[config.mk]
export PLATFORM = sky130hd
export DESIGN_NAME = terminal_line_editor_core_flat
export DESIGN_NICKNAME = d
export VERILOG_FILES = /design/src/hw/rtl/tle_pkg.sv /design/src/hw/rtl/tle_if.sv /design/src/hw/rtl/tle_line_ram.sv /design/src/hw/rtl/terminal_line_editor_core.sv /design/src/flat_wrapper.sv
export SDC_FILE = /design/constraint.sdc
export NUM_CORES = 1
export LEC_CHECK = 0
export BUFFER_PORTS_ARGS = -buffer_cell sky130_fd_sc_hd__buf_2
export CAP_MARGIN = 10
export CORE_UTILIZATION = 34
export DETAILED_ROUTE_END_ITERATION = 8
export PLACE_DENSITY_LB_ADDON = 0.25
export SLEW_MARGIN = 40
export SYNTH_ARGS = -nofsm -noshare
export SYNTH_HDL_FRONTEND = slang
export SYNTH_HIERARCHICAL = 1
export SYNTH_SLANG_ARGS = --single-unit
[constraint.sdc]
create_clock -name clk -period 10.95 [get_ports clk]
set_input_delay 2.19 -clock clk [delete_from_list [all_inputs] [get_ports clk]]
set_output_delay 2.19 -clock clk [all_outputs]
set_load 0.005 [all_outputs]
[src/hw/rtl/tle_pkg.sv]
// Shared types and constants of the terminal line editor.
// No dependencies; compiled first.
package tle_pkg;

	// Result kinds.
	localparam logic [1:0] KIND_STATUS = 2'd0;
	localparam logic [1:0] KIND_CHAR   = 2'd1;
	localparam logic [1:0] KIND_EMPTY  = 2'd2;

	// Received byte codes.
	localparam logic [7:0] KEY_BS        = 8'd8;
	localparam logic [7:0] KEY_LF        = 8'd10;
	localparam logic [7:0] KEY_CR        = 8'd13;
	localparam logic [7:0] KEY_ESC       = 8'h1B;
	localparam logic [7:0] KEY_DEL       = 8'd127;
	localparam logic [7:0] PRINT_LOW     = 8'd32;
	localparam logic [7:0] PRINT_HIGH    = 8'd126;
	localparam logic [7:0] CH_LBRACKET   = 8'h5B;
	localparam logic [7:0] CH_LEFT       = 8'h44;
	localparam logic [7:0] CH_RIGHT      = 8'h43;
	localparam logic [7:0] CH_THREE      = 8'h33;
	localparam logic [7:0] CH_TILDE      = 8'h7E;

	localparam logic [5:0] MAX_CHARS_RST = 6'd63;

	typedef enum logic [1:0] {
		PH_IDLE,
		PH_ESC,
		PH_BRACKET,
		PH_THREE
	} tle_phase_t;

	typedef enum logic [2:0] {
		ACT_NONE,
		ACT_STAT,
		ACT_EMPTY,
		ACT_DEL,
		ACT_INS,
		ACT_LINE
	} tle_act_t;

	typedef enum logic [2:0] {
		ST_IDLE,
		ST_SHIFT,
		ST_FILL,
		ST_STAT,
		ST_LINE_RD,
		ST_LINE_LD
	} tle_state_t;

endpackage

[src/hw/rtl/tle_if.sv]
// Valid/ready channel interfaces of the terminal line editor.
// Depends on nothing; compiled after tle_pkg.
interface tle_rx_if;
	logic       valid;
	logic       ready;
	logic [7:0] rx_byte;

	modport source (output valid, output rx_byte, input ready);
	modport sink (input valid, input rx_byte, output ready);
endinterface

interface tle_res_if;
	logic       valid;
	logic       ready;
	logic [1:0] kind;
	logic [7:0] char_out;
	logic [5:0] caret_pos;
	logic [5:0] line_len;
	logic       last;

	modport source (output valid, output kind, output char_out, output caret_pos,
		output line_len, output last, input ready);
	modport sink (input valid, input kind, input char_out, input caret_pos,
		input line_len, input last, output ready);
endinterface

[src/hw/rtl/tle_line_ram.sv]
// Line store: one write port and one read port with registered read data.
// No dependencies.
module tle_line_ram #(
	parameter int DEPTH = 64,
	parameter int AW    = 6
) (
	input  logic          clk,
	input  logic          we,
	input  logic [AW-1:0] waddr,
	input  logic [7:0]    wdata,
	input  logic [AW-1:0] raddr,
	output logic [7:0]    rdata
);

	logic [7:0] mem [DEPTH];

	always_ff @(posedge clk) begin
		if (we) begin
			mem[waddr] <= wdata;
		end
		rdata <= mem[raddr];
	end

endmodule

[src/hw/rtl/terminal_line_editor_core.sv]
// Top level of the terminal line editor.
// Depends on tle_pkg, tle_if and tle_line_ram.
//
// Takes one received byte at a time and keeps an editable line in a small memory with one
// write and one registered read port. A byte that yields no result is done once taken; a byte
// that only yields a status result then goes through ST_STAT. An insert or delete shifts the
// characters behind the cursor one per cycle through the memory ports in ST_SHIFT, an insert
// then writes the new byte in ST_FILL, and both end in ST_STAT. CR or LF reads the line back
// one character at a time, alternating ST_LINE_RD and ST_LINE_LD. Stalls on the result side
// hold ST_STAT and ST_LINE_LD. The block takes no new byte until the last result of the
// current one is loaded into the output register; that register holds a result while the
// next byte is accepted. The store needs no clearing after reset.
module terminal_line_editor_core #(
	parameter int LINE_DEPTH = 64
) (
	input  logic              clk,
	input  logic              arst_n,
	input  logic              cfg_we,
	input  logic [5:0]        cfg_wdata,
	tle_rx_if.sink            rx_ch,
	tle_res_if.source         res_ch
);

	localparam int AW = (LINE_DEPTH > 1) ? $clog2(LINE_DEPTH) : 1;

	tle_pkg::tle_state_t state_q, state_nxt;
	tle_pkg::tle_phase_t phase_q, dec_phase;
	tle_pkg::tle_act_t   dec_act;

	logic [5:0]    cursor_q, length_q, max_chars_q;
	logic [5:0]    dec_cursor, dec_length;
	logic [5:0]    n_q, left_q;
	logic [AW-1:0] src_q, dst_q, wpos_q, idx_q;
	logic          pend_q, ins_q, empty_q;
	logic [7:0]    byte_q;

	logic          out_valid_q, out_last_q;
	logic [1:0]    out_kind_q;
	logic [7:0]    out_char_q;
	logic [5:0]    out_cursor_q, out_len_q;

	logic          accept, out_free, load_stat, load_char;
	logic          ram_we;
	logic [AW-1:0] ram_waddr, ram_raddr;
	logic [7:0]    ram_wdata, ram_rdata;
	logic [7:0]    c;

	assign c        = rx_ch.rx_byte;
	assign accept   = rx_ch.valid && rx_ch.ready;
	assign out_free = !out_valid_q || res_ch.ready;

	// Byte decode: new escape phase, cursor and length, and the work to start.
	always_comb begin
		dec_phase  = phase_q;
		dec_cursor = cursor_q;
		dec_length = length_q;
		dec_act    = tle_pkg::ACT_NONE;
		case (phase_q)
			tle_pkg::PH_ESC: begin
				if (c == tle_pkg::CH_LBRACKET) begin
					dec_phase = tle_pkg::PH_BRACKET;
				end else begin
					dec_phase = tle_pkg::PH_IDLE;
					dec_act   = tle_pkg::ACT_STAT;
				end
			end
			tle_pkg::PH_BRACKET: begin
				if (c == tle_pkg::CH_THREE) begin
					dec_phase = tle_pkg::PH_THREE;
				end else begin
					if (c == tle_pkg::CH_LEFT && cursor_q != 6'd0) begin
						dec_cursor = cursor_q - 6'd1;
					end else if (c == tle_pkg::CH_RIGHT && cursor_q < length_q) begin
						dec_cursor = cursor_q + 6'd1;
					end
					dec_phase = tle_pkg::PH_IDLE;
					dec_act   = tle_pkg::ACT_STAT;
				end
			end
			tle_pkg::PH_THREE: begin
				dec_phase = tle_pkg::PH_IDLE;
				if (c == tle_pkg::CH_TILDE && cursor_q < length_q) begin
					dec_act    = tle_pkg::ACT_DEL;
					dec_length = length_q - 6'd1;
				end else begin
					dec_act = tle_pkg::ACT_STAT;
				end
			end
			default: begin
				if (c == tle_pkg::KEY_ESC) begin
					dec_phase = tle_pkg::PH_ESC;
				end else if (c == tle_pkg::KEY_BS || c == tle_pkg::KEY_DEL) begin
					if (cursor_q != 6'd0) begin
						dec_cursor = cursor_q - 6'd1;
						dec_length = length_q - 6'd1;
						dec_act    = tle_pkg::ACT_DEL;
					end else begin
						dec_act = tle_pkg::ACT_STAT;
					end
				end else if (c == tle_pkg::KEY_CR || c == tle_pkg::KEY_LF) begin
					dec_cursor = 6'd0;
					dec_length = 6'd0;
					dec_act    = (length_q == 6'd0) ? tle_pkg::ACT_EMPTY : tle_pkg::ACT_LINE;
				end else if (c >= tle_pkg::PRINT_LOW && c <= tle_pkg::PRINT_HIGH) begin
					if (length_q < max_chars_q && int'(length_q) < LINE_DEPTH) begin
						dec_cursor = cursor_q + 6'd1;
						dec_length = length_q + 6'd1;
						dec_act    = tle_pkg::ACT_INS;
					end
				end
			end
		endcase
	end

	// Next state.
	always_comb begin
		state_nxt = state_q;
		case (state_q)
			tle_pkg::ST_IDLE: begin
				if (accept) begin
					case (dec_act)
						tle_pkg::ACT_STAT, tle_pkg::ACT_EMPTY: state_nxt = tle_pkg::ST_STAT;
						tle_pkg::ACT_DEL, tle_pkg::ACT_INS:   state_nxt = tle_pkg::ST_SHIFT;
						tle_pkg::ACT_LINE:                     state_nxt = tle_pkg::ST_LINE_RD;
						default:                               state_nxt = tle_pkg::ST_IDLE;
					endcase
				end
			end
			tle_pkg::ST_SHIFT: begin
				if (n_q == 6'd0 && !pend_q) begin
					state_nxt = ins_q ? tle_pkg::ST_FILL : tle_pkg::ST_STAT;
				end
			end
			tle_pkg::ST_FILL:    state_nxt = tle_pkg::ST_STAT;
			tle_pkg::ST_STAT: begin
				if (out_free) begin
					state_nxt = tle_pkg::ST_IDLE;
				end
			end
			tle_pkg::ST_LINE_RD: state_nxt = tle_pkg::ST_LINE_LD;
			tle_pkg::ST_LINE_LD: begin
				if (out_free) begin
					state_nxt = (left_q == 6'd1) ? tle_pkg::ST_IDLE : tle_pkg::ST_LINE_RD;
				end
			end
			default:             state_nxt = tle_pkg::ST_IDLE;
		endcase
	end

	// Outputs of the sequencer: memory port control, handshake and result loads.
	always_comb begin
		rx_ch.ready = (state_q == tle_pkg::ST_IDLE);
		ram_we      = 1'b0;
		ram_waddr   = dst_q;
		ram_wdata   = ram_rdata;
		ram_raddr   = src_q;
		load_stat   = 1'b0;
		load_char   = 1'b0;
		case (state_q)
			tle_pkg::ST_SHIFT: ram_we = pend_q;
			tle_pkg::ST_FILL: begin
				ram_we    = 1'b1;
				ram_waddr = wpos_q;
				ram_wdata = byte_q;
			end
			tle_pkg::ST_STAT:    load_stat = out_free;
			tle_pkg::ST_LINE_RD: ram_raddr = idx_q;
			tle_pkg::ST_LINE_LD: begin
				ram_raddr = idx_q;
				load_char = out_free;
			end
			default: ;
		endcase
	end

	tle_line_ram #(
		.DEPTH (LINE_DEPTH),
		.AW    (AW)
	) u_ram (
		.clk   (clk),
		.we    (ram_we),
		.waddr (ram_waddr),
		.wdata (ram_wdata),
		.raddr (ram_raddr),
		.rdata (ram_rdata)
	);

	// Control state.
	always_ff @(posedge clk or negedge arst_n) begin
		if (!arst_n) begin
			state_q     <= tle_pkg::ST_IDLE;
			phase_q     <= tle_pkg::PH_IDLE;
			cursor_q    <= 6'd0;
			length_q    <= 6'd0;
			max_chars_q <= tle_pkg::MAX_CHARS_RST;
			n_q         <= 6'd0;
			left_q      <= 6'd0;
			pend_q      <= 1'b0;
			out_valid_q <= 1'b0;
		end else begin
			state_q <= state_nxt;
			if (cfg_we) begin
				max_chars_q <= cfg_wdata;
			end
			if (accept) begin
				phase_q  <= dec_phase;
				cursor_q <= dec_cursor;
				length_q <= dec_length;
				pend_q   <= 1'b0;
				left_q   <= length_q;
				if (dec_act == tle_pkg::ACT_INS) begin
					n_q <= length_q - cursor_q;
				end else begin
					// Delete: characters behind the removed one move down by one.
					n_q <= length_q - 6'd1 - dec_cursor;
				end
			end else if (state_q == tle_pkg::ST_SHIFT) begin
				pend_q <= (n_q != 6'd0);
				if (n_q != 6'd0) begin
					n_q <= n_q - 6'd1;
				end
			end
			if (load_char) begin
				left_q <= left_q - 6'd1;
			end
			if (load_stat || load_char) begin
				out_valid_q <= 1'b1;
			end else if (res_ch.ready) begin
				out_valid_q <= 1'b0;
			end
		end
	end

	// Shift addresses and result payload.
	always_ff @(posedge clk) begin
		if (accept) begin
			ins_q   <= (dec_act == tle_pkg::ACT_INS);
			empty_q <= (dec_act == tle_pkg::ACT_EMPTY);
			byte_q  <= c;
			wpos_q  <= AW'(cursor_q);
			idx_q   <= '0;
			if (dec_act == tle_pkg::ACT_INS) begin
				src_q <= AW'(length_q) - AW'(1);
			end else begin
				src_q <= AW'(dec_cursor) + AW'(1);
			end
		end else if (state_q == tle_pkg::ST_SHIFT && n_q != 6'd0) begin
			// The entry read now is written one place over in the next cycle.
			if (ins_q) begin
				src_q <= src_q - AW'(1);
				dst_q <= src_q + AW'(1);
			end else begin
				src_q <= src_q + AW'(1);
				dst_q <= src_q - AW'(1);
			end
		end
		if (load_char) begin
			idx_q <= idx_q + AW'(1);
		end
		if (load_stat) begin
			out_kind_q   <= empty_q ? tle_pkg::KIND_EMPTY : tle_pkg::KIND_STATUS;
			out_char_q   <= 8'd0;
			out_cursor_q <= cursor_q;
			out_len_q    <= length_q;
			out_last_q   <= 1'b1;
		end else if (load_char) begin
			out_kind_q   <= tle_pkg::KIND_CHAR;
			out_char_q   <= ram_rdata;
			out_cursor_q <= 6'd0;
			out_len_q    <= 6'd0;
			out_last_q   <= (left_q == 6'd1);
		end
	end

	assign res_ch.valid     = out_valid_q;
	assign res_ch.kind      = out_kind_q;
	assign res_ch.char_out  = out_char_q;
	assign res_ch.caret_pos = out_cursor_q;
	assign res_ch.line_len  = out_len_q;
	assign res_ch.last      = out_last_q;

endmodule

[src/flat_wrapper.sv]
// flat-port wrapper written by rule: the top's interface ports become plain ports
module terminal_line_editor_core_flat 
#(
	parameter int LINE_DEPTH = 64
)
  (clk, arst_n, cfg_we, cfg_wdata, rx_ch_valid, rx_ch_rx_byte, rx_ch_ready, res_ch_valid, res_ch_kind, res_ch_char_out, res_ch_caret_pos, res_ch_line_len, res_ch_last, res_ch_ready);
  tle_rx_if rx_ch_i ();
  tle_res_if res_ch_i ();
  input  logic clk;
  input  logic arst_n;
  input  logic cfg_we;
  input  logic [5:0] cfg_wdata;
  input wire logic [$bits(rx_ch_i.valid)-1:0] rx_ch_valid;
  input wire logic [$bits(rx_ch_i.rx_byte)-1:0] rx_ch_rx_byte;
  output wire logic [$bits(rx_ch_i.ready)-1:0] rx_ch_ready;
  output wire logic [$bits(res_ch_i.valid)-1:0] res_ch_valid;
  output wire logic [$bits(res_ch_i.kind)-1:0] res_ch_kind;
  output wire logic [$bits(res_ch_i.char_out)-1:0] res_ch_char_out;
  output wire logic [$bits(res_ch_i.caret_pos)-1:0] res_ch_caret_pos;
  output wire logic [$bits(res_ch_i.line_len)-1:0] res_ch_line_len;
  output wire logic [$bits(res_ch_i.last)-1:0] res_ch_last;
  input wire logic [$bits(res_ch_i.ready)-1:0] res_ch_ready;
  assign rx_ch_i.valid = rx_ch_valid;
  assign rx_ch_i.rx_byte = rx_ch_rx_byte;
  assign rx_ch_ready = rx_ch_i.ready;
  assign res_ch_valid = res_ch_i.valid;
  assign res_ch_kind = res_ch_i.kind;
  assign res_ch_char_out = res_ch_i.char_out;
  assign res_ch_caret_pos = res_ch_i.caret_pos;
  assign res_ch_line_len = res_ch_i.line_len;
  assign res_ch_last = res_ch_i.last;
  assign res_ch_i.ready = res_ch_ready;
  terminal_line_editor_core #(.LINE_DEPTH(LINE_DEPTH)) u_core (.clk(clk), .arst_n(arst_n), .cfg_we(cfg_we), .cfg_wdata(cfg_wdata), .rx_ch(rx_ch_i), .res_ch(res_ch_i));
endmodule
==> flow_metrics.py <==
metrics = {
    "routing": {
        "drt-total-wl_um": 63000,
        "antenna_left": 0,
        "viasPerCell": 5.28,
        "drtIter0Drc": 1244,
        "wire_per_inst_um": 23.0,
        "num_vias": 14400,
        "drtPass1Iterations": 5,
        "route.detailed.drc": 0,
    },
    "worst_setup_path": {
        "cp_num_buf_inv": 1,
        "slowest_delay_ns": 0.66,
        "crit_cells": 17,
        "worstPathArrival_ns": 6.06,
        "crit_required_ns": 11.44,
        "cp_max_fo": 11,
        "crit_chain": "buf_2 > and3b_1 > o2111ai_1 > nand3_1 > o2bb2ai_2 > nand2_1 > a32oi_1 > ha_1 > nor2b_1 > o21ai_0 > nand2b_1 > a21o_1 > a21oi_1 > xor2_1 > xnor2_1 > a311oi_1 > o21ai_1",
        "ff2ff_path_depth": 19,
        "critPathCaptureType": "flip-flop",
        "path_delay_family": "compound AO/OA/AOI/OAI gates",
        "cp-start-kind": "input pin",
        "path_class": "in2reg",
        "slowest_stage": "a32oi_1",
    },
    "clocking": {
        "cts-root-buf": "clkbuf_16",
        "cts_buffer_depth": 3,
        "clkLatencyLatePin_ns": 0.62,
        "numClockSinks": 614,
        "cts_resized": 0,
        "cts_inserted_buffers": 67,
        "clk_pin_slew_ns": 0.06,
        "cts_setup_buffers": 0,
        "h-tree-depth": 3,
        "cts_hold_repair.buffers": 0,
        "cts_tree": "built",
    },
    "flow_run": {
        "maxCapViolations": 0,
    },
    "global_route": {
        "grt_pass1_vias": 14500,
        "grt_use_total_pct": 16.2,
        "grt_overflow": 0,
        "grt_max_degree": 65,
        "grt_pass1_wl_um": 94400,
        "antenna_found_initial": 0,
    },
    "timing": {
        "finalHoldViolCount": 0,
        "fin_crit_ns": 5.56,
        "worst_pin_slew_ns": 0.909,
        "skew_ns": 0.0353,
        "max_freq_mhz": 180,
        "setup_viol": 0,
        "finalSetupTns_ns": 0,
        "max-slew-margin-rel_pct": 39.2,
        "drv_slew": 0,
        "layout_worst_path_cycle_share_pct": 50.8,
        "rsz0062_at_grt": "false",
    },
    "yosys": {
        "synth_area_um2": 26400,
        "yosysSeqAreaShare_pct": 68.4,
        "synth.area.top_cells": "edfxtp_1, mux4_2, dfrtp_1",
        "synth_top_cell_area_share_pct": 63.6,
        "netlist_instances": 1603,
        "synth_edf_count": 560,
        "ys.flop_type": "edfxtp_1",
        "synthArstFlopShare_pct": 6.03,
        "synth_nets": 1657,
        "syn_avg_cell_area_um2": 16.5,
        "yosys_warnings": 6,
        "ys_ff_latch": 614,
        "synth_top_area_cell": "edfxtp_1",
        "synth_cell_types": 94,
    },
    "floorplanning": {
        "core-area_um2": 76500,
        "num_rows": 101,
        "initial_utilization_pct": 34.6,
        "io_pins": 44,
        "die_area_um2": 78900,
        "die_x_um": 281,
        "die_height_um": 281,
    },
    "finish": {
        "fill_cells": 6927,
        "design_area_um2": 29900,
        "synthToLayoutAreaGrowth_pct": 13.1,
        "drive_gt1_share_pct": 23.3,
        "final_util_pct": 39.1,
        "nNetsFinal": 1710,
        "antenna_cells": 0,
    },
    "worst_hold_path": {
        "min_path_type": "reg2reg",
        "min_delay_path_depth": 2,
    },
    "placement": {
        "portBuffers": 43,
        "hpwl_um": 39000,
        "gp_congestion": 0.904,
        "placed_area_um2": 27700,
    },
    "outcome": {
        "status": "finished clean",
    },
    "power": {
        "p_leak_nw": 9.68,
        "cellPowerDensity_nw_per_um2": 282,
        "ir_drop_mv": 0.250,
        "fin_total_pwr_mw": 8.42,
    },
}
## layer usage
| layer | up-vias | track usage, % | wire length, µm |
|---|---|---|---|
| met5 | - | 0 | 0 |
| met4 | 0 | 5.24 | 1490 |
| met3 | 92 | 2.71 | 3220 |
| met2 | 412 | 24.9 | 28900 |
| met1 | 7516 | 23.2 | 29400 |
| li1 | 6426 | - | - |
## logic make-up after synthesis
family / after synthesis / synth area share, %
AND/OR/NAND/NOR: 383 / 7.03
AO/OA/AOI/OAI: 220 / 5.84
multiplexers: 190 / 13.3
flip-flops: 614 / 68.4
XOR/XNOR: 39 / 1.29
buffers and inverters: 122 / 2.38
adder cells (fa/ha/maj): 35 / 1.71
## worst register-to-register path, delay by kind of cell (launching register included)
family,cells,cell delay [ns]
adders and majority gates,3,1.03
buffers and inverters,1,0.29
DFF,1,0.67
xor gates and xnor gates,2,0.27
and+or+nand+nor,5,0.63
AOI/OAI and AO/OA,8,2.08
## path summary, 6_finish.rpt
kind                                                                to  slack, ns                                   start
worst max-delay path                         u_core/n_q[5]$_DFFE_PN0P_       5.39                        rx_ch_rx_byte[1]
worst min-delay path            u_core/res_ch.char_out[0]$_SDFFE_PP0P_       0.46  u_core/res_ch.char_out[0]$_SDFFE_PP0P_
worst max register to register               u_core/n_q[5]$_DFFE_PN0P_       5.87          u_core/length_q[0]$_DFFE_PN0P_
worst min register to register  u_core/res_ch.char_out[0]$_SDFFE_PP0P_       0.46  u_core/res_ch.char_out[0]$_SDFFE_PP0P_
max in group asynchronous                u_core/state_q[2]$_DFFE_PN0P_       9.00                                  arst_n
min in group asynchronous                 u_core/left_q[5]$_DFFE_PN0P_       1.55                                  arst_n
## placed cells by master, fill, tap and decap left out, types with 7 or more instances in the layout
master       n
a221oi_1     7
ha_1        33
nor2_2      41
xor2_1      14
clkinv_2     8
a21o_1       7
a22oi_1     10
mux4_2     126
o21ai_0     50
o22ai_1     10
nand3b_1     8
buf_4       23
nor2_1      97
nand3_1     36
clkbuf_1    16
mux2_2      32
and2_1      10
inv_1       37
clkinv_1    14
nand2b_1    12
nor2b_1     24
nand2_1     88
a211oi_1     9
dfxtp_1     17
mux2i_1     29
nand4_1      9
and3_1       7
nor3_1      20
o21ai_1      8
xnor2_1     25
edfxtp_1   560
dfrtp_1     31
clkbuf_16   67
buf_2       42
a21oi_1     44
o221ai_1    13
## power by group
group	switching, mW	leakage (nW)	internal [mW]
Combinational	1.91	3.01	1.03
Sequential	0.135	5.65	3.21
Clock	0.930	1.01	1.22
## cell usage after synthesis (13+ instances only)
cell / number
mux2i_1: 29
buf_2: 14
dfxtp_1: 17
dfrtp_1: 31
nor3_1: 20
edfxtp_1: 560
clkbuf_1: 37
nor2_1: 137
nand2_1: 88
nand3_1: 36
xnor2_1: 25
mux2_2: 35
mux4_2: 126
xor2_1: 14
o21ai_0: 50
ha_1: 33
nor2b_1: 24
inv_1: 37
o221ai_1: 13
a21oi_1: 44
buf_4: 16
## state kept, by name, summed over array words and instances, names as in the netlist, 2 cells and up
register / cells
u_core/left_q: 6
u_core/state_q: 3
u_core/idx_q: 6
u_core/res_ch.char_out: 8
u_core/byte_q: 8
u_core/n_q: 6
u_core/res_ch.kind: 2
u_core/length_q: 6
u_core/u_ram/rdata: 8
u_core/res_ch.line_len: 6
u_core/max_chars_q: 6
u_core/src_q: 6
u_core/phase_q: 2
u_core/wpos_q: 6
u_core/cursor_q: 6
u_core/u_ram/mem: 512
u_core/res_ch.caret_pos: 6
u_core/dst_q: 6
## layout make-up
class	instances	area, µm²	share of cell area, %
multi-input cells	867	7860	26.3
repair buffers	67	422	1.41
clock buffers	87	1790	6.00
clock inverters	32	292	0.975
flip-flops and latches	614	18100	60.5
well taps	1030	1290	4.31
inverters	39	146	0.490
## through the flow
step                setup WS, ns  hold slack, ns  cells
floorplan                   5.76           0.426   1603
global placement            4.93           0.446   2615
detailed placement          4.86           0.454   2617
CTS                         5.49           0.461   2736
global route                5.09           0.479   2736
finish                      5.39           0.460   2736
Note: power is estimated with default switching activity, not from simulation.
